==> config.mk <==
export PLATFORM = sky130hd
export DESIGN_NAME = hsv_pixel_color_capper_top
export DESIGN_NICKNAME = d
export VERILOG_FILES = /design/src/rtl/hsvcap_pkg.sv /design/src/rtl/hsvcap_decode.sv /design/src/rtl/hsvcap_mul.sv /design/src/rtl/hsvcap_scale.sv /design/src/rtl/hsv_pixel_color_capper_top.sv
export VERILOG_INCLUDE_DIRS = /design/src /design/src/rtl
export SDC_FILE = /design/constraint.sdc
export NUM_CORES = 1
export LEC_CHECK = 0
export BUFFER_PORTS_ARGS = -buffer_cell sky130_fd_sc_hd__buf_2
export CAP_MARGIN = 25
export CORE_MARGIN = 2
export CORE_UTILIZATION = 45
export DETAILED_ROUTE_END_ITERATION = 6
export GPL_TIMING_DRIVEN = 1
export SLEW_MARGIN = 20
export SYNTH_ARGS = -nofsm -noshare
export SYNTH_HDL_FRONTEND = slang
export SYNTH_SLANG_ARGS = --single-unit
==> constraint.sdc <==
create_clock -name clk -period 16.35 [get_ports clk]
set_input_delay 4.905 -clock clk [delete_from_list [all_inputs] [get_ports clk]]
set_output_delay 4.905 -clock clk [all_outputs]
set_load 0.03 [all_outputs]
==> src/rtl/hsv_pixel_color_capper_top_defines.svh <==
// ----------------------------------------------------------------------------
// HSV pixel colour capper - assertion macros
// Shared assertion shorthands, clocked on clk and disabled in reset.
// ----------------------------------------------------------------------------
`ifndef HSV_PIXEL_COLOR_CAPPER_TOP_DEFINES_SVH
`define HSV_PIXEL_COLOR_CAPPER_TOP_DEFINES_SVH

// same-cycle implication
`define HSVCAP_ASSERT_NOW(lbl, ante, cons) \
  lbl: assert property (@(posedge clk) disable iff (!rst_n) (ante) |-> (cons)) \
    else $error("hsv capper check failed");

// next-cycle implication
`define HSVCAP_ASSERT_NEXT(lbl, ante, cons) \
  lbl: assert property (@(posedge clk) disable iff (!rst_n) (ante) |=> (cons)) \
    else $error("hsv capper check failed");

`endif

==> src/rtl/hsvcap_pkg.sv <==
// ----------------------------------------------------------------------------
// HSV pixel colour capper - package
// Stage payload types and hue region constants.
// ----------------------------------------------------------------------------
package hsvcap_pkg;

  typedef enum logic [2:0] {
    RGN_RED     = 3'd0,
    RGN_YELLOW  = 3'd1,
    RGN_GREEN   = 3'd2,
    RGN_CYAN    = 3'd3,
    RGN_BLUE    = 3'd4,
    RGN_MAGENTA = 3'd5
  } region_t;

  localparam logic [7:0] HUE_EDGE_1 = 8'd43;
  localparam logic [7:0] HUE_EDGE_2 = 8'd86;
  localparam logic [7:0] HUE_EDGE_3 = 8'd129;
  localparam logic [7:0] HUE_EDGE_4 = 8'd172;
  localparam logic [7:0] HUE_EDGE_5 = 8'd215;
  localparam logic [7:0] CH_MAX     = 8'd255;
  localparam logic [7:0] SCALE_RST  = 8'd64;

  typedef struct packed {
    logic        kind;
    logic [7:0]  idx;
    logic [7:0]  r;
    logic [7:0]  g;
    logic [7:0]  b;
    logic [7:0]  v;
    logic [7:0]  s;
    region_t     region;
    logic [7:0]  rem;
  } dec_t;

  typedef struct packed {
    logic        kind;
    logic [7:0]  idx;
    logic [7:0]  r;
    logic [7:0]  g;
    logic [7:0]  b;
    logic [7:0]  v;
    logic        sat_zero;
    region_t     region;
    logic [7:0]  p;
    logic [7:0]  q;
    logic [7:0]  t;
  } pqt_t;

  typedef struct packed {
    logic [7:0]  idx;
    logic [7:0]  r;
    logic [7:0]  g;
    logic [7:0]  b;
  } pix_t;

endpackage

==> src/rtl/hsvcap_decode.sv <==
// ----------------------------------------------------------------------------
// HSV pixel colour capper - hue decode stage
// Range check on the index, hue region and remainder, one register stage.
// ----------------------------------------------------------------------------
module hsvcap_decode #(
  parameter int PIXEL_COUNT = 16
) (
  input  logic              clk,
  input  logic              rst_n,
  input  logic              in_valid,
  output logic              in_ready,
  input  logic              in_kind,
  input  logic [7:0]        in_pixel_index,
  input  logic [7:0]        in_red_in,
  input  logic [7:0]        in_green_in,
  input  logic [7:0]        in_blue_in,
  input  logic [7:0]        in_hue,
  input  logic [7:0]        in_saturation,
  input  logic [7:0]        in_brightness_value,
  output logic              dec_valid,
  input  logic              dec_ready,
  output hsvcap_pkg::dec_t  dec_data
);

  logic                valid_r;
  hsvcap_pkg::dec_t    data_r;
  hsvcap_pkg::dec_t    data_nxt;
  hsvcap_pkg::region_t region;
  logic [7:0]          base;
  logic [7:0]          diff;
  logic                in_range;

  assign in_range = {1'b0, in_pixel_index} < 9'(PIXEL_COUNT);
  assign in_ready = !valid_r || dec_ready;

  always_comb begin
    if (in_hue < hsvcap_pkg::HUE_EDGE_1) begin
      region = hsvcap_pkg::RGN_RED;
      base   = 8'd0;
    end else if (in_hue < hsvcap_pkg::HUE_EDGE_2) begin
      region = hsvcap_pkg::RGN_YELLOW;
      base   = hsvcap_pkg::HUE_EDGE_1;
    end else if (in_hue < hsvcap_pkg::HUE_EDGE_3) begin
      region = hsvcap_pkg::RGN_GREEN;
      base   = hsvcap_pkg::HUE_EDGE_2;
    end else if (in_hue < hsvcap_pkg::HUE_EDGE_4) begin
      region = hsvcap_pkg::RGN_CYAN;
      base   = hsvcap_pkg::HUE_EDGE_3;
    end else if (in_hue < hsvcap_pkg::HUE_EDGE_5) begin
      region = hsvcap_pkg::RGN_BLUE;
      base   = hsvcap_pkg::HUE_EDGE_4;
    end else begin
      region = hsvcap_pkg::RGN_MAGENTA;
      base   = hsvcap_pkg::HUE_EDGE_5;
    end
    diff = in_hue - base;
    data_nxt.kind   = in_kind;
    data_nxt.idx    = in_pixel_index;
    data_nxt.r      = in_red_in;
    data_nxt.g      = in_green_in;
    data_nxt.b      = in_blue_in;
    data_nxt.v      = in_brightness_value;
    data_nxt.s      = in_saturation;
    data_nxt.region = region;
    // remainder times six, at most 252
    data_nxt.rem    = 8'({diff, 2'b00}) + 8'({diff, 1'b0});
  end

  always_ff @(posedge clk) begin
    if (!rst_n) begin
      valid_r <= 1'b0;
    end else if (in_ready) begin
      valid_r <= in_valid && in_range;
    end
  end

  always_ff @(posedge clk) begin
    if (in_ready && in_valid) begin
      data_r <= data_nxt;
    end
  end

  assign dec_valid = valid_r;
  assign dec_data  = data_r;

endmodule

==> src/rtl/hsvcap_mul.sv <==
// ----------------------------------------------------------------------------
// HSV pixel colour capper - p, q, t product stages
// Two register stages: saturation products, then value products.
// ----------------------------------------------------------------------------
module hsvcap_mul (
  input  logic              clk,
  input  logic              rst_n,
  input  logic              dec_valid,
  output logic              dec_ready,
  input  hsvcap_pkg::dec_t  dec_data,
  output logic              pqt_valid,
  input  logic              pqt_ready,
  output hsvcap_pkg::pqt_t  pqt_data
);

  // stage A: p final, q and t factors
  logic              a_valid_r;
  logic              a_ready;
  hsvcap_pkg::pqt_t  a_r;
  hsvcap_pkg::pqt_t  a_nxt;
  logic [15:0]       p_prod;
  logic [15:0]       sq_prod;
  logic [15:0]       st_prod;
  // stage B: q and t
  logic              b_valid_r;
  hsvcap_pkg::pqt_t  b_r;
  hsvcap_pkg::pqt_t  b_nxt;
  logic [15:0]       q_prod;
  logic [15:0]       t_prod;

  assign dec_ready = !a_valid_r || a_ready;
  assign a_ready   = !b_valid_r || pqt_ready;

  always_comb begin
    p_prod  = 16'(dec_data.v) * 16'(hsvcap_pkg::CH_MAX - dec_data.s);
    sq_prod = 16'(dec_data.s) * 16'(dec_data.rem);
    st_prod = 16'(dec_data.s) * 16'(hsvcap_pkg::CH_MAX - dec_data.rem);
    a_nxt.kind     = dec_data.kind;
    a_nxt.idx      = dec_data.idx;
    a_nxt.r        = dec_data.r;
    a_nxt.g        = dec_data.g;
    a_nxt.b        = dec_data.b;
    a_nxt.v        = dec_data.v;
    a_nxt.sat_zero = dec_data.s == 8'd0;
    a_nxt.region   = dec_data.region;
    a_nxt.p        = p_prod[15:8];
    a_nxt.q        = hsvcap_pkg::CH_MAX - sq_prod[15:8];
    a_nxt.t        = hsvcap_pkg::CH_MAX - st_prod[15:8];
  end

  always_comb begin
    q_prod  = 16'(a_r.v) * 16'(a_r.q);
    t_prod  = 16'(a_r.v) * 16'(a_r.t);
    b_nxt   = a_r;
    b_nxt.q = q_prod[15:8];
    b_nxt.t = t_prod[15:8];
  end

  always_ff @(posedge clk) begin
    if (!rst_n) begin
      a_valid_r <= 1'b0;
      b_valid_r <= 1'b0;
    end else begin
      if (dec_ready) begin
        a_valid_r <= dec_valid;
      end
      if (a_ready) begin
        b_valid_r <= a_valid_r;
      end
    end
  end

  always_ff @(posedge clk) begin
    if (dec_ready && dec_valid) begin
      a_r <= a_nxt;
    end
    if (a_ready && a_valid_r) begin
      b_r <= b_nxt;
    end
  end

  assign pqt_valid = b_valid_r;
  assign pqt_data  = b_r;

endmodule

==> src/rtl/hsvcap_scale.sv <==
// ----------------------------------------------------------------------------
// HSV pixel colour capper - channel select and brightness cap
// Region arrangement and cap product, then the divide by 255 into the
// output register.
// ----------------------------------------------------------------------------
module hsvcap_scale (
  input  logic              clk,
  input  logic              rst_n,
  input  logic [7:0]        scale,
  input  logic              pqt_valid,
  output logic              pqt_ready,
  input  hsvcap_pkg::pqt_t  pqt_data,
  output logic              pix_valid,
  input  logic              pix_ready,
  output hsvcap_pkg::pix_t  pix_data
);

  logic              m_valid_r;
  logic              m_ready;
  logic [7:0]        m_idx_r;
  logic [15:0]       m_r_r;
  logic [15:0]       m_g_r;
  logic [15:0]       m_b_r;
  logic [7:0]        sel_r;
  logic [7:0]        sel_g;
  logic [7:0]        sel_b;
  logic              o_valid_r;
  hsvcap_pkg::pix_t  o_r;
  hsvcap_pkg::pix_t  o_nxt;

  // x / 255 for any product of two 8-bit values: (x + (x >> 8) + 1) >> 8
  function automatic logic [7:0] div255(input logic [15:0] x);
    logic [15:0] sum;
    sum = x + 16'(x[15:8]) + 16'd1;
    return sum[15:8];
  endfunction

  assign pqt_ready = !m_valid_r || m_ready;
  assign m_ready   = !o_valid_r || pix_ready;

  always_comb begin
    if (!pqt_data.kind) begin
      sel_r = pqt_data.r;
      sel_g = pqt_data.g;
      sel_b = pqt_data.b;
    end else if (pqt_data.sat_zero) begin
      sel_r = pqt_data.v;
      sel_g = pqt_data.v;
      sel_b = pqt_data.v;
    end else begin
      unique case (pqt_data.region)
        hsvcap_pkg::RGN_RED: begin
          sel_r = pqt_data.v; sel_g = pqt_data.t; sel_b = pqt_data.p;
        end
        hsvcap_pkg::RGN_YELLOW: begin
          sel_r = pqt_data.q; sel_g = pqt_data.v; sel_b = pqt_data.p;
        end
        hsvcap_pkg::RGN_GREEN: begin
          sel_r = pqt_data.p; sel_g = pqt_data.v; sel_b = pqt_data.t;
        end
        hsvcap_pkg::RGN_CYAN: begin
          sel_r = pqt_data.p; sel_g = pqt_data.q; sel_b = pqt_data.v;
        end
        hsvcap_pkg::RGN_BLUE: begin
          sel_r = pqt_data.t; sel_g = pqt_data.p; sel_b = pqt_data.v;
        end
        default: begin
          sel_r = pqt_data.v; sel_g = pqt_data.p; sel_b = pqt_data.q;
        end
      endcase
    end
  end

  always_comb begin
    o_nxt.idx = m_idx_r;
    o_nxt.r   = div255(m_r_r);
    o_nxt.g   = div255(m_g_r);
    o_nxt.b   = div255(m_b_r);
  end

  always_ff @(posedge clk) begin
    if (!rst_n) begin
      m_valid_r <= 1'b0;
      o_valid_r <= 1'b0;
    end else begin
      if (pqt_ready) begin
        m_valid_r <= pqt_valid;
      end
      if (m_ready) begin
        o_valid_r <= m_valid_r;
      end
    end
  end

  always_ff @(posedge clk) begin
    if (pqt_ready && pqt_valid) begin
      m_idx_r <= pqt_data.idx;
      m_r_r   <= 16'(sel_r) * 16'(scale);
      m_g_r   <= 16'(sel_g) * 16'(scale);
      m_b_r   <= 16'(sel_b) * 16'(scale);
    end
    if (m_ready && m_valid_r) begin
      o_r <= o_nxt;
    end
  end

  assign pix_valid = o_valid_r;
  assign pix_data  = o_r;

endmodule

==> src/rtl/hsv_pixel_color_capper_top.sv <==
// ----------------------------------------------------------------------------
// HSV pixel colour capper - top level
// Throughput 1 item/cycle while the output is not blocked.
// Five register stages (decode, two product stages, cap product, divide);
// each stage stalls only when it is full and the next one is blocked.
// Items with an index at or beyond PIXEL_COUNT are dropped at decode.
// Synchronous active-low reset empties the pipeline and sets the cap to 64.
// ----------------------------------------------------------------------------
`include "hsv_pixel_color_capper_top_defines.svh"

module hsv_pixel_color_capper_top #(
  parameter int PIXEL_COUNT = 16
) (
  input  logic        clk,
  input  logic        rst_n,
  input  logic        cfg_valid,
  output logic        cfg_ready,
  input  logic [7:0]  cfg_brightness_scale,
  input  logic        in_valid,
  output logic        in_ready,
  input  logic        in_kind,
  input  logic [7:0]  in_pixel_index,
  input  logic [7:0]  in_red_in,
  input  logic [7:0]  in_green_in,
  input  logic [7:0]  in_blue_in,
  input  logic [7:0]  in_hue,
  input  logic [7:0]  in_saturation,
  input  logic [7:0]  in_brightness_value,
  output logic        out_valid,
  input  logic        out_ready,
  output logic [7:0]  out_pixel_out,
  output logic [7:0]  out_red_out,
  output logic [7:0]  out_green_out,
  output logic [7:0]  out_blue_out
);

  logic              [7:0] scale_r;
  logic              dec_valid;
  logic              dec_ready;
  hsvcap_pkg::dec_t  dec_data;
  logic              pqt_valid;
  logic              pqt_ready;
  hsvcap_pkg::pqt_t  pqt_data;
  hsvcap_pkg::pix_t  pix_data;

  assign cfg_ready = 1'b1;

  always_ff @(posedge clk) begin
    if (!rst_n) begin
      scale_r <= hsvcap_pkg::SCALE_RST;
    end else if (cfg_valid && cfg_ready) begin
      scale_r <= cfg_brightness_scale;
    end
  end

  hsvcap_decode #(
    .PIXEL_COUNT (PIXEL_COUNT)
  ) u_decode (
    .clk                 (clk),
    .rst_n               (rst_n),
    .in_valid            (in_valid),
    .in_ready            (in_ready),
    .in_kind             (in_kind),
    .in_pixel_index      (in_pixel_index),
    .in_red_in           (in_red_in),
    .in_green_in         (in_green_in),
    .in_blue_in          (in_blue_in),
    .in_hue              (in_hue),
    .in_saturation       (in_saturation),
    .in_brightness_value (in_brightness_value),
    .dec_valid           (dec_valid),
    .dec_ready           (dec_ready),
    .dec_data            (dec_data)
  );

  hsvcap_mul u_mul (
    .clk       (clk),
    .rst_n     (rst_n),
    .dec_valid (dec_valid),
    .dec_ready (dec_ready),
    .dec_data  (dec_data),
    .pqt_valid (pqt_valid),
    .pqt_ready (pqt_ready),
    .pqt_data  (pqt_data)
  );

  hsvcap_scale u_scale (
    .clk       (clk),
    .rst_n     (rst_n),
    .scale     (scale_r),
    .pqt_valid (pqt_valid),
    .pqt_ready (pqt_ready),
    .pqt_data  (pqt_data),
    .pix_valid (out_valid),
    .pix_ready (out_ready),
    .pix_data  (pix_data)
  );

  assign out_pixel_out = pix_data.idx;
  assign out_red_out   = pix_data.r;
  assign out_green_out = pix_data.g;
  assign out_blue_out  = pix_data.b;

  // only in-range items reach the output
  `HSVCAP_ASSERT_NOW(a_out_in_range, out_valid, {1'b0, out_pixel_out} < 9'(PIXEL_COUNT))
  // input back-pressure only when every stage is full and the output is blocked
  `HSVCAP_ASSERT_NOW(a_stall_chain, !in_ready, out_valid && !out_ready && dec_valid && pqt_valid)
  `HSVCAP_ASSERT_NEXT(a_cfg_write, cfg_valid && cfg_ready, scale_r == $past(cfg_brightness_scale))

endmodule
### Word-level counts from Yosys, hierarchy flattened

Cells that the tools add are included.

* equal/unequal tests: 4
* $add $sub $neg: 12
* multiply operators: 8
* multiplexer cells: 18
* reductions and logical operators: 24
* $lt $le $gt $ge: 6

Operators with widths (number)
* multiplier 8 x 8 -> 16 bit: 6
* one-hot mux 8 bit (3 select lines): 3
* adder 16 x 1 -> 16 bit, second input constant: 3
* adder 16 x 8 -> 16 bit: 3
* two-way mux 8 bit: 6
* two-way mux 7 bit: 5
* multiplier 8 x 16 -> 16 bit: 2
* less-than comparator 8 bit, second input constant: 3
* subtractor 8 x 8 -> 9 bit, first input constant: 2
* subtractor 8 bit, first input constant: 2
* OR reduction 2 bit: 5
* adder 8 bit: 1
* logical NOT 8 bit: 1
* less-than comparator 8 x 5 -> 1 bit, second input constant: 1
* less-than comparator 8 x 6 -> 1 bit, second input constant: 1
* less-than comparator 8 x 7 -> 1 bit, second input constant: 1
* subtractor 7 bit: 1
* == test 3 x 2 -> 1 bit, second input constant: 2
* logical AND 1 bit: 6
* logical NOT 1 bit: 5
* logical OR 1 bit: 5
* two-way mux 2 bit: 2
* OR reduction 4 bit: 1
* == test 3 x 1 -> 1 bit, second input constant: 1
* 3 further kinds: 4

* word-level logic and storage cells: 119
* register bits after elaboration: 299

### Depth between registers and ports, before layout

Gate-level depths: netlist of run 1.

* word-level depth: 8
* depth in mapped cells: 26
* gate-level depth less buffers: 23

### By module

From an unflattened synthesis of run 1, not the netlist that was laid out.

* cell total of the unflattened synthesis: 2524
* area total of the unflattened synthesis: 27864.2 um^2

Modules (own cells, without submodules)
* hsvcap_mul: area each 13867.0 um^2, instances 1, sequential area each 4184.0 um^2, cells an instance 1234
* hsvcap_scale: area each 11210.8 um^2, instances 1, sequential area each 2682.6 um^2, cells an instance 1115
* hsvcap_decode: area each 2476.1 um^2, instances 1, sequential area each 1791.7 um^2, cells an instance 148
* hsv_pixel_color_capper_top: area each 310.3 um^2, instances 1, sequential area each 160.2 um^2, cells an instance 27

### Least setup slack after synthesis of run 1

No wires, ideal clock.

* path kind: input-to-reg
* start: in out_ready
* end: reg u_mul.a_r[0] (netlist bit) (enable)
* arrival: 10228 ps
* stages: 3
* slack: 5520 ps
* setup time: 602 ps
* path buffers: 0
* cells stage by stage: nor2b_1 > and3_1 > a21boi_0

* cells in the longest elaborated chain, start to end: 5

Ends and longest elaborated chain
* start: declaration: RTL line hsv_pixel_color_capper_top.sv:30 `input logic out_ready,`
* logical OR 1 bit: RTL line hsvcap_scale.sv:39 `assign m_ready = !o_valid_r || pix_ready;`
* logical OR 1 bit: RTL line hsvcap_scale.sv:38 `assign pqt_ready = !m_valid_r || m_ready;`
* logical OR 1 bit: RTL line hsvcap_mul.sv:32 `assign a_ready = !b_valid_r || pqt_ready;`
* logical OR 1 bit: RTL line hsvcap_mul.sv:31 `assign dec_ready = !a_valid_r || a_ready;`
* logical AND 1 bit: RTL line hsvcap_mul.sv:74 `if (dec_ready && dec_valid) begin`
* end signal: assignment: RTL line hsvcap_mul.sv:75 `a_r <= a_nxt;`
* end: declaration: RTL line hsvcap_mul.sv:19 `hsvcap_pkg::pqt_t a_r;`

Every way passes these cells.
A chain may end at the register's enable or synchronous reset.

### Final worst setup path of run 1

* start: in out_ready
* end: out in_ready

* cells in the longest elaborated chain, start to end: 5

Ends and longest elaborated chain
* logical OR 1 bit: RTL line hsvcap_scale.sv:39
* logical OR 1 bit: RTL line hsvcap_scale.sv:38
* logical OR 1 bit: RTL line hsvcap_mul.sv:32
* logical OR 1 bit: RTL line hsvcap_mul.sv:31
* logical OR 1 bit: RTL line hsvcap_decode.sv:34 `assign in_ready = !valid_r || dec_ready;`
* end: declaration: RTL line hsv_pixel_color_capper_top.sv:20 `output logic in_ready,`

Every way passes these cells.

==> results of run 1 <==
==> layout make-up <==
type | instances | area, sq um
diodes | 1 | 2.50
clock buffers | 48 | 1020
clock inverters | 22 | 241
fillers | 5378 | 30300
inverters | 391 | 1470
multi-input cells | 1717 | 16600
flip-flops and latches | 298 | 8820
well taps | 782 | 978
repair buffers | 113 | 603
==> sequential cells by signal (all words and copies together) (netlist names) <==
register	flops
u_scale.m_r_r	16
u_scale.m_idx_r	8
u_decode.dec_valid	1
u_mul.pqt_valid	1
u_scale.m_b_r	16
u_scale.m_valid_r	1
scale_r	8
u_mul.a_valid_r	1
u_scale.m_g_r	16
u_scale.pix_data	32
u_scale.pix_valid	1
u_mul.pqt_data	69
u_mul.a_r	69
u_decode.dec_data	59
==> stage by stage <==
stage	cell area (sq um)	total power, mW	hold WS (ps)	setup WS, ps	util
6_report	29700	3.84	412	5200	0.495
4_1_cts	29700	3.92	414	5220	0.495
2_1_floorplan	27100	2.61	400	5520	-
3_5_place_dp	28400	3.05	405	5230	0.474
3_3_place_gp	28400	3.00	401	5290	0.474
5_1_grt	29700	4.25	425	5110	0.495
==> layout by cell type (no fill, tap or decap), drive strengths merged, types with 46 or more instances in the layout <==
cell    count
inv       396
ha        306
edfxtp    285
fa        279
nand2     171
and2      169
nor2b     136
buf       113
nand2b     88
xnor2      81
a21oi      75
nor2       63
clkbuf     48
o21ai      46
==> logic make-up after synthesis <==
logic type,count (synthesis),share of synthesized area
other,1,0.000138
AND/OR/NAND/NOR,739,0.150
XOR/XNOR,106,0.0347
buffers and inverters,463,0.0657
AO/OA/AOI/OAI,267,0.0691
multiplexers,19,0.00876
flip-flops,298,0.325
adder cells (fa/ha/maj),585,0.347
==> where the power goes <==
part	internal, mW	leakage, nW	switching [mW]
Clock	0.483	0.607	0.341
Sequential	0.973	2.72	0.0748
Combinational	0.909	10.1	1.06
Total	2.37	13.4	1.48
==> metal layers <==
metal | vias up | part of all wire | wire (microns) | global-route usage
li1 | 8317 | - | - | -
met1 | 8749 | 0.46 | 25200 | 0.247
met2 | 337 | 0.48 | 26300 | 0.309
met3 | 74 | 0.045 | 2470 | 0.0274
met4 | 2 | 0.021 | 1160 | 0.0506
met5 | - | 0.00027 | 15 | 0
==> final timing paths <==
kind / cells past startpoint / slack [ps] / to / start
max: 5 / 5200 / in_ready / out_ready
min: 0 / 410 / u_mul.a_r[52] / u_decode.dec_data[43]
max reg2reg: 23 / 9300 / u_scale.m_r_r[15] / u_mul.pqt_data[25]
min reg2reg: 0 / 410 / u_mul.a_r[52] / u_decode.dec_data[43]
==> worst reg2reg max path, cell delays in order, from the launching register on <==
cell                        delay (ps)
sky130_fd_sc_hd__edfxtp_1          960
sky130_fd_sc_hd__or2_1             560
sky130_fd_sc_hd__nor2_1            140
sky130_fd_sc_hd__nor3_4            560
sky130_fd_sc_hd__o211ai_1          190
sky130_fd_sc_hd__o211ai_1          190
sky130_fd_sc_hd__o21ai_2           220
sky130_fd_sc_hd__and2_1            260
sky130_fd_sc_hd__fa_1              540
sky130_fd_sc_hd__inv_1              60
sky130_fd_sc_hd__fa_1              520
sky130_fd_sc_hd__inv_1              50
sky130_fd_sc_hd__fa_1              470
sky130_fd_sc_hd__inv_1              50
sky130_fd_sc_hd__fa_1              470
sky130_fd_sc_hd__inv_1              40
sky130_fd_sc_hd__ha_1              320
sky130_fd_sc_hd__o21a_1            120
sky130_fd_sc_hd__o31a_1            130
sky130_fd_sc_hd__o211ai_2          170
sky130_fd_sc_hd__a21oi_1           110
sky130_fd_sc_hd__a2111oi_2         400
sky130_fd_sc_hd__a21oi_1           140
sky130_fd_sc_hd__xnor2_1           140
==> reports/results.md, run 1 <==
- **share of final-layout standard cells stronger than drive strength 1** 0.0834
- **slowest library cell on the worst path** sky130_fd_sc_hd__nor2b_1
- **DR vias/cell** 5.18
- **top post-synthesis cells by count** sky130_fd_sc_hd__inv_1, sky130_fd_sc_hd__ha_1, sky130_fd_sc_hd__edfxtp_1, sky130_fd_sc_hd__fa_1, sky130_fd_sc_hd__nand2_1
- **Slowest Stage Delay on Critical Path** 430 ps
- **clock input transition at the sequential cells of the worst setup and hold paths** 50 ps
- **Synthesis Warnings** 0
- **top cells by area in the synthesized netlist** sky130_fd_sc_hd__edfxtp_1, sky130_fd_sc_hd__fa_1, sky130_fd_sc_hd__ha_1
- **GR Overflow Total** 0
- **setup repair after global routing missed its margin** false
- **overall via count from detail_route** 17,500
- **distinct cell type count after synthesis** 80
- **number of buffers on the longest clock path** 3
- **path class of the lowest-slack min-delay path** flop to flop
- **final total negative setup slack** 0 ps
- **Chip Width** 250 microns
- **clock buffers created by TritonCTS** 38
- **fmax** 89.7 MHz
- **nets** 3,214
- **Final Max Tran Viols** 0
- **Largest delay share family, worst path** simple AND/OR/NAND/NOR gates
- **Placement Rows** 90
- **number of I/O pins** 105
- **crit end category** output port
- **average instance area after synthesis** 11.0 sq um
- **DRC violation count after routing** 0
- **largest net degree at the start of global routing** 70
- **result of the run** finished, final reports clean
- **final count of negative-setup-slack endpoints** 0
- **number of buffers added on ports** 103
- **count of flip-flops with a built-in enable after synthesis** 285
- **die span in y** 250 microns
- **area of the placeable core** 0.0600 sq mm
- **Arr. time, crit path** 6240 ps
- **maximum fanout count along the critical path** 5
- **max capacitance violation total** 0
- **setup repair bufs after CTS** 0
- **sinks on the clock net** 298
- **sequential area share after synthesis** 0.325
- **Synth Flop Type** sky130_fd_sc_hd__edfxtp_1
- **CTS tree** done
- **number of antenna violations at the first check in global routing** 2
- **Post-Route WL** 55.1 mm
- **critical path, cell by cell** buf_2 -> nor2b_1 -> and3_1 -> nand3_1 -> buf_2
- **All-Layer GR Usage** 0.183
- **static power due to leakage** 13.4 nW
- **time the final worst path needs with I/O delays and setup** 11,150 ps
- **data required time at the worst endpoint** 11,440 ps
- **final hold vios** 0
- **number of global-route vias before repair** 18,700
- **Syn Inst Count** 2,478
- **power density relative to cell area** 129 mW/mm^2
- **# resized after CTS** 0
- **synthesized net count** 3,133
- **wire length of the first global-routing pass** 93.0 mm
- **drt first-iter violations** 880
- **Total Die Area** 0.0623 sq mm
- **dominant cell by count in the synthesized netlist** sky130_fd_sc_hd__inv_1
- **antenna-violating nets left** 0
- **Final GP Congestion** 0.856
- **starting density of the core** 0.452
- **H-tree depth** 2
- **fraction of synthesis flops using an asynchronous set or reset pin** 0
- **CP startpoint kind** input port
- **quantity of hold-fixing buffers added after cts** 0
- **P&R area growth vs syn** 9.45%
- **final clock period utilization by the worst path** 0.682
- **actual transition at the worst max-transition pin** 999 ps
- **clock tree root driver cell** sky130_fd_sc_hd__clkbuf_16
- **insertion delay of the later-clocked pin in the worst-skew pair** 570 ps
- **Critical Setup Path Class** input port to output port
- **summed instance area of the synthesized netlist** 0.0271 sq mm
- **number of iterations in the first detailed-routing pass** 5
- **Final Instance Count excl. Fillers** 3,372
- **Layout Skew** 32.5 ps
- **cell occurring most often along the worst timing path** sky130_fd_sc_hd__buf_2
- **average wire length per cell after detail routing** 16.3 microns
- **WP buf/inv** 2
- **most area-hungry cell type in the Yosys netlist** sky130_fd_sc_hd__edfxtp_1
- **HPWL after detailed placement** 41.5 mm
- **Rel. slew slack** 0.333
- **Cells after DPL** 3,300
- **top cell type's share of synthesized area** 0.315
- **number of synthesized register bits** 298
- **VDD IR max** 173 uV
Note: power is estimated with default switching activity, not from simulation.
==> run 2, diff against run 1 <==
==> constraint.sdc (replaced) <==
create_clock -name clk -period 10.33 [get_ports clk]
set_input_delay 3.099 -clock clk [delete_from_list [all_inputs] [get_ports clk]]
set_output_delay 3.099 -clock clk [all_outputs]
set_load 0.03 [all_outputs]
==> run 2 against run 1 <==
Compared with the run above:
- clock power is 50% higher
- total power increased by 56%
- critical path depth unchanged
- register-to-register slack got worse by 6000 ps
- flip-flop and latch count unchanged
- largest cell class unchanged
- sequential power up 57%
- final cell count fell by 0.27%
- combinational power grew 58%
- die area stayed put
- via count up 0.28%
- worst hold slack got worse by 5.1 ps
==> reports/results.md, run 2 (synthesized netlist as in run 1, its figures left out) <==
- **Rel. slew slack** 0.312
- **Net Switching** 2.30 mW
- **clock input transition at the sequential cells of the worst setup and hold paths** 60 ps
- **share of final-layout standard cells stronger than drive strength 1** 0.0810
- **setup repair after global routing missed its margin** false
- **time the final worst path needs with I/O delays and setup** 7510 ps
- **register-to-register path setup slack** 3330 ps
- **Placement Rows** 90
- **result of the run** finished, final reports clean
- **die span in y** 250 microns
- **antenna-violating nets left** 0
- **final hold vios** 0
- **sequential cell area** 0.00882 sq mm
- **number of buffers added on ports** 103
- **DR vias/cell** 5.21
- **Total Die Area** 0.0623 sq mm
- **Chip Width** 250 microns
- **VDD IR max** 206 uV
- **crit end category** output port
- **internal power** 3.71 mW
- **clock buffers created by TritonCTS** 35
- **HPWL after detailed placement** 42.5 mm
- **nets** 3,211
- **quantity of hold-fixing buffers added after cts** 0
- **post-route design area** 0.0296 sq mm
- **WP buf/inv** 2
- **All-Layer GR Usage** 0.188
- **number of I/O pins** 105
- **sinks on the clock net** 298
- **actual transition at the worst max-transition pin** 1030 ps
- **overall via count from detail_route** 17,500
- **number of filler cells placed in the layout** 5,448
- **number of logic stages on the critical path including buffering** 5
- **leading cell types in the layout, fill and taps excluded** sky130_fd_sc_hd__inv_1, sky130_fd_sc_hd__ha_1, sky130_fd_sc_hd__edfxtp_1
- **power density relative to cell area** 203 mW/mm^2
- **CTS tree** done
- **H-tree depth** 2
- **Largest delay share family, worst path** simple AND/OR/NAND/NOR gates
- **number of antenna violations at the first check in global routing** 1
- **most frequent standard cell in the layout excluding fill and tap cells** sky130_fd_sc_hd__inv_1
- **wire length of the first global-routing pass** 95.7 mm
- **origin of the critical flop-to-flop path** u_mul.pqt_data[25]
- **switching fraction of total power** 0.382
- **fmax** 133 MHz
- **path class of the lowest-slack min-delay path** flop to flop
- **data required time at the worst endpoint** 7230 ps
- **slowest library cell on the worst path** sky130_fd_sc_hd__nor2b_1
- **area used by multi-input combinational logic** 0.0166 sq mm
- **area of the placeable core** 0.0600 sq mm
- **average wire length per cell after detail routing** 16.5 microns
- **Layout Skew** 32.3 ps
- **largest net degree at the start of global routing** 65
- **cell area reported after detailed placement** 0.0284 sq mm
- **static power due to leakage** 13.3 nW
- **cell occurring most often along the worst timing path** sky130_fd_sc_hd__buf_2
- **setup repair bufs after CTS** 0
- **Critical Setup Path Class** input port to output port
- **insertion delay of the later-clocked pin in the worst-skew pair** 560 ps
- **# resized after CTS** 0
- **Arr. time, crit path** 4410 ps
- **Worst Reg-to-Reg Cells** 20
- **maximum fanout count along the critical path** 5
- **number of buffers on the longest clock path** 3
- **DRC violation count after routing** 0
- **starting density of the core** 0.452
- **worst setup path endpoint** in_ready
- **number of antenna diodes** 0
- **Final GP Congestion** 0.871
- **final count of negative-setup-slack endpoints** 0
- **Slowest Stage Delay on Critical Path** 420 ps
- **GR Overflow Total** 0
- **P&R area growth vs syn** 9.02%
- **number of iterations in the first detailed-routing pass** 5
- **clock tree root driver cell** sky130_fd_sc_hd__clkbuf_16
- **CP startpoint kind** input port
- **critical path, cell by cell** buf_2 -> nor2b_1 -> and3_1 -> nand3_1 -> buf_2
- **Post-Route WL** 55.5 mm
- **crit path launch** out_ready
- **clock power share** 0.206
- **drt first-iter violations** 921
- **number of global-route vias before repair** 19,200
- **final total negative setup slack** 0 ps
- **Critical R2R Capture** u_scale.m_b_r[15]
- **final clock period utilization by the worst path** 0.727
- **Seq pwr share** 0.275
- **Final Max Tran Viols** 0
- **combinational group share of total power** 0.518
- **max capacitance violation total** 0
-- run 2: cell types whose count changed in the layout (fill, tap and decap cells not counted), sizes merged --
cell | before | now
clkinvlp | 2 | 1
inv | 396 | 395
clkbuf | 48 | 41
clkinv | 13 | 12
bufinv | 2 | 4
diode | 1 | 0
-- run 2: how the worst min path moves through the flow --
stage / startpoint / endpoint / slack (ps) / cells after the start
2_1_floorplan: u_decode.dec_data[8] / u_mul.a_r[24] / 400 / 0
3_3_place_gp: u_decode.dec_data[56] / u_mul.a_r[65] / 400 / 0
3_5_place_dp: u_mul.a_r[21] / u_mul.pqt_data[21] / 400 / 0
4_1_cts: u_mul.a_r[51] / u_mul.pqt_data[51] / 400 / 0
5_1_grt: u_mul.a_r[51] / u_mul.pqt_data[51] / 410 / 0
6_report: u_mul.a_r[51] / u_mul.pqt_data[51] / 410 / 0
-- run 2: layout make-up --
class,count,area share
multi-input cells,1717,0.560
flip-flops and latches,298,0.298
inverters,391,0.0496
well taps,782,0.0331
clock buffers,41,0.0304
repair buffers,113,0.0204
clock inverters,21,0.00829
-- run 2: power groups by stage --
stage	Combinational, mW	Clock [mW]	Sequential [mW]
after CTS	3.19	1.29	1.65
after global routing	3.64	1.33	1.66
after global placement	3.06	0	1.68
after detailed placement	3.14	0	1.68
final	3.12	1.24	1.65
after floorplan	2.53	0	1.59
-- run 2: worst reg2reg max path: stages (launching register included) --
cell and delay, ps:
sky130_fd_sc_hd__edfxtp_1 1000, sky130_fd_sc_hd__inv_1 520, sky130_fd_sc_hd__or3_1 430, sky130_fd_sc_hd__o21ai_0 90, sky130_fd_sc_hd__a221oi_1 110, sky130_fd_sc_hd__o22ai_1 730, sky130_fd_sc_hd__and2b_1 290, sky130_fd_sc_hd__fa_1 430
sky130_fd_sc_hd__inv_1 80, sky130_fd_sc_hd__fa_1 440, sky130_fd_sc_hd__fa_1 500, sky130_fd_sc_hd__fa_1 490, sky130_fd_sc_hd__inv_1 50, sky130_fd_sc_hd__ha_1 330, sky130_fd_sc_hd__o21a_1 200, sky130_fd_sc_hd__o31a_1 130
sky130_fd_sc_hd__o211ai_2 160, sky130_fd_sc_hd__a21oi_1 120, sky130_fd_sc_hd__a2111oi_4 360, sky130_fd_sc_hd__a21oi_1 130, sky130_fd_sc_hd__xnor2_1 130
-- run 2: per-stage QoR --
stage                     total power, mW  hold WS (ps)  worst slack [ps]  cells   util
after floorplan                      4.13           400              1310   2478      -
after global placement               4.74           401              2890   3300  0.474
after detailed placement             4.82           405              2830   3300  0.474
after CTS                            6.13           404              2830   3362  0.493
after global routing                 6.64           410              2740   3363  0.493
final                                6.01           407              2820   3363  0.493
-- run 2: metal layers --
layer	share of wire	global-route usage
met4	0.018	0.0456
met5	0.00023	0
met3	0.041	0.0270
met2	0.48	0.321
met1	0.46	0.252
==> run 3, diff against run 2 <==
==> constraint.sdc (replaced) <==
create_clock -name clk -period 7.3 [get_ports clk]
set_input_delay 2.19 -clock clk [delete_from_list [all_inputs] [get_ports clk]]
set_output_delay 2.19 -clock clk [all_outputs]
set_load 0.03 [all_outputs]
==> run 3 against run 2 <==
Compared with the run above:
- first-iteration DRC count fell by 3.6%
- worst setup slack got worse by 1900 ps
- register-to-register slack got worse by 2400 ps
- global-route usage rose by 0.14 points
- highest routed layer is now met4
==> reports/results.md, run 3 (synthesized netlist as in run 1, its figures left out) <==
- **maximum fanout count along the critical path** 16
- **DRC violation count after routing** 0
- **Final GP Congestion** 0.870
- **data required time at the worst endpoint** 7620 ps
- **static power due to leakage** 13.4 nW
- **VDD IR max** 344 uV
- **path class of the lowest-slack min-delay path** flop to flop
- **GR Overflow Total** 0
- **number of buffers on the longest clock path** 3
- **antenna-violating nets left** 0
- **number of buffers added on ports** 103
- **P&R area growth vs syn** 9.39%
- **setup repair bufs after CTS** 0
- **clock input transition at the sequential cells of the worst setup and hold paths** 60 ps
- **Slowest Stage Delay on Critical Path** 540 ps
- **nets** 3,220
- **largest net degree at the start of global routing** 60
- **setup repair after global routing missed its margin** false
- **number of I/O pins** 105
- **All-Layer GR Usage** 0.189
- **number of antenna diodes** 0
- **Total Die Area** 0.0623 sq mm
- **H-tree depth** 2
- **Chip Width** 250 microns
- **Placement Rows** 90
- **final total negative setup slack** 0 ps
- **drt first-iter violations** 888
- **CP startpoint kind** flop
- **Critical Setup Path Class** flop to flop
- **actual transition at the worst max-transition pin** 1030 ps
- **DR vias/cell** 5.19
- **max capacitance violation total** 0
- **HPWL after detailed placement** 43.5 mm
- **# resized after CTS** 0
- **Arr. time, crit path** 6670 ps
- **slowest library cell on the worst path** sky130_fd_sc_hd__edfxtp_1
- **sequential cell area** 0.00882 sq mm
- **result of the run** finished, final reports clean
- **Final Max Tran Viols** 0
- **wire length of the first global-routing pass** 95.1 mm
- **critical path, cell by cell** inv_1 -> a21oi_1 -> nor3_4 -> o211ai_1 -> o211ai_1 -> o21ai_2 -> and2_1 -> fa_1 -> inv_1 -> fa_1 -> inv_1 -> fa_1 -> inv_1 -> fa_1 -> inv_1 -> ha_1 -> o21a_1 -> o31a_1 -> o211ai_2 -> a21oi_1 -> a2111oi_2 -> a21oi_1 -> xnor2_1
- **number of global-route vias before repair** 18,600
- **quantity of hold-fixing buffers added after cts** 0
- **Util after Layout** 0.495
- **power density relative to cell area** 288 mW/mm^2
- **starting density of the core** 0.452
- **number of iterations in the first detailed-routing pass** 5
- **Rel. slew slack** 0.313
- **clock tree root driver cell** sky130_fd_sc_hd__clkbuf_16
- **fmax** 157 MHz
- **cell occurring most often along the worst timing path** sky130_fd_sc_hd__inv_1
- **share of final-layout standard cells stronger than drive strength 1** 0.0838
- **area used by multi-input combinational logic** 0.0166 sq mm
- **final count of negative-setup-slack endpoints** 0
- **most frequent standard cell in the layout excluding fill and tap cells** sky130_fd_sc_hd__inv_1
- **area of the placeable core** 0.0600 sq mm
- **final clock period utilization by the worst path** 0.870
- **overall via count from detail_route** 17,500
- **final hold vios** 0
- **die span in y** 250 microns
- **insertion delay of the later-clocked pin in the worst-skew pair** 570 ps
- **crit end category** flop
- **number of filler cells placed in the layout** 5,340
- **time the final worst path needs with I/O delays and setup** 6350 ps
- **Post-Route WL** 56.9 mm
- **average wire length per cell after detail routing** 16.9 microns
- **sinks on the clock net** 298
- **number of antenna violations at the first check in global routing** 0
- **clock buffers created by TritonCTS** 36
- **leading cell types in the layout, fill and taps excluded** sky130_fd_sc_hd__inv_1, sky130_fd_sc_hd__ha_1, sky130_fd_sc_hd__edfxtp_1
- **Layout Skew** 57.5 ps
- **CTS tree** done
-- run 3: cell type report --
| cell class | instances | area share |
|---|---|---|
| clock buffer | 41 | 0.0313 |
| tap | 782 | 0.0330 |
| multi-input combinational | 1717 | 0.558 |
| sequential | 298 | 0.297 |
| timing repair buffer | 121 | 0.0223 |
| inverter | 391 | 0.0494 |
| clock inverter | 21 | 0.00864 |
-- run 3: power by group --
| part | total, mW | switching (mW) | internal, mW | leakage, nW |
|---|---|---|---|---|
| combinational | 4.42 | 2.39 | 2.03 | 10.1 |
| sequential | 2.35 | 0.165 | 2.18 | 2.72 |
| clock | 1.79 | 0.723 | 1.07 | 0.573 |
-- run 3: through the flow --
stage                     instance area, sq um  hold WS [ps]  worst slack, ps  instances  power [mW]
after floorplan                          27100           400              384       2478        5.84
after global placement                   28500           400             1180       3308        6.71
after global routing                     29700           419              530       3371        9.43
final                                    29700           398              950       3371        8.55
after CTS                                29700           404              999       3370        8.69
after detailed placement                 28500           405             1030       3308        6.82
-- run 3: critical path: cells and delay by family (launching register included) --
kind	cells	cell delay, ps
AOI/OAI and AO/OA	10	1790
xor gates and xnor gates	1	140
adders and majority gates	5	2320
buffers and inverters	5	610
DFF	1	540
and+or+nand+nor	2	690
-- run 3: layer usage --
layer  global-route usage  up-vias  share of wire
li1                     -     8320              -
met1                0.253     8783           0.46
met2                0.322      315           0.48
met3               0.0285       69          0.041
met4               0.0504        0          0.021
met5                    0        -              0
-- run 3: worst paths after layout --
path / startpoint / to / slack [ps] / depth (start not counted)
min reg2reg: u_mul.a_r[27] / u_mul.pqt_data[27] / 400 / 0
max reg2reg: u_mul.pqt_data[25] / u_scale.m_r_r[15] / 950 / 23
max: u_mul.pqt_data[25] / u_scale.m_r_r[15] / 950 / 23
min: u_mul.a_r[27] / u_mul.pqt_data[27] / 400 / 0
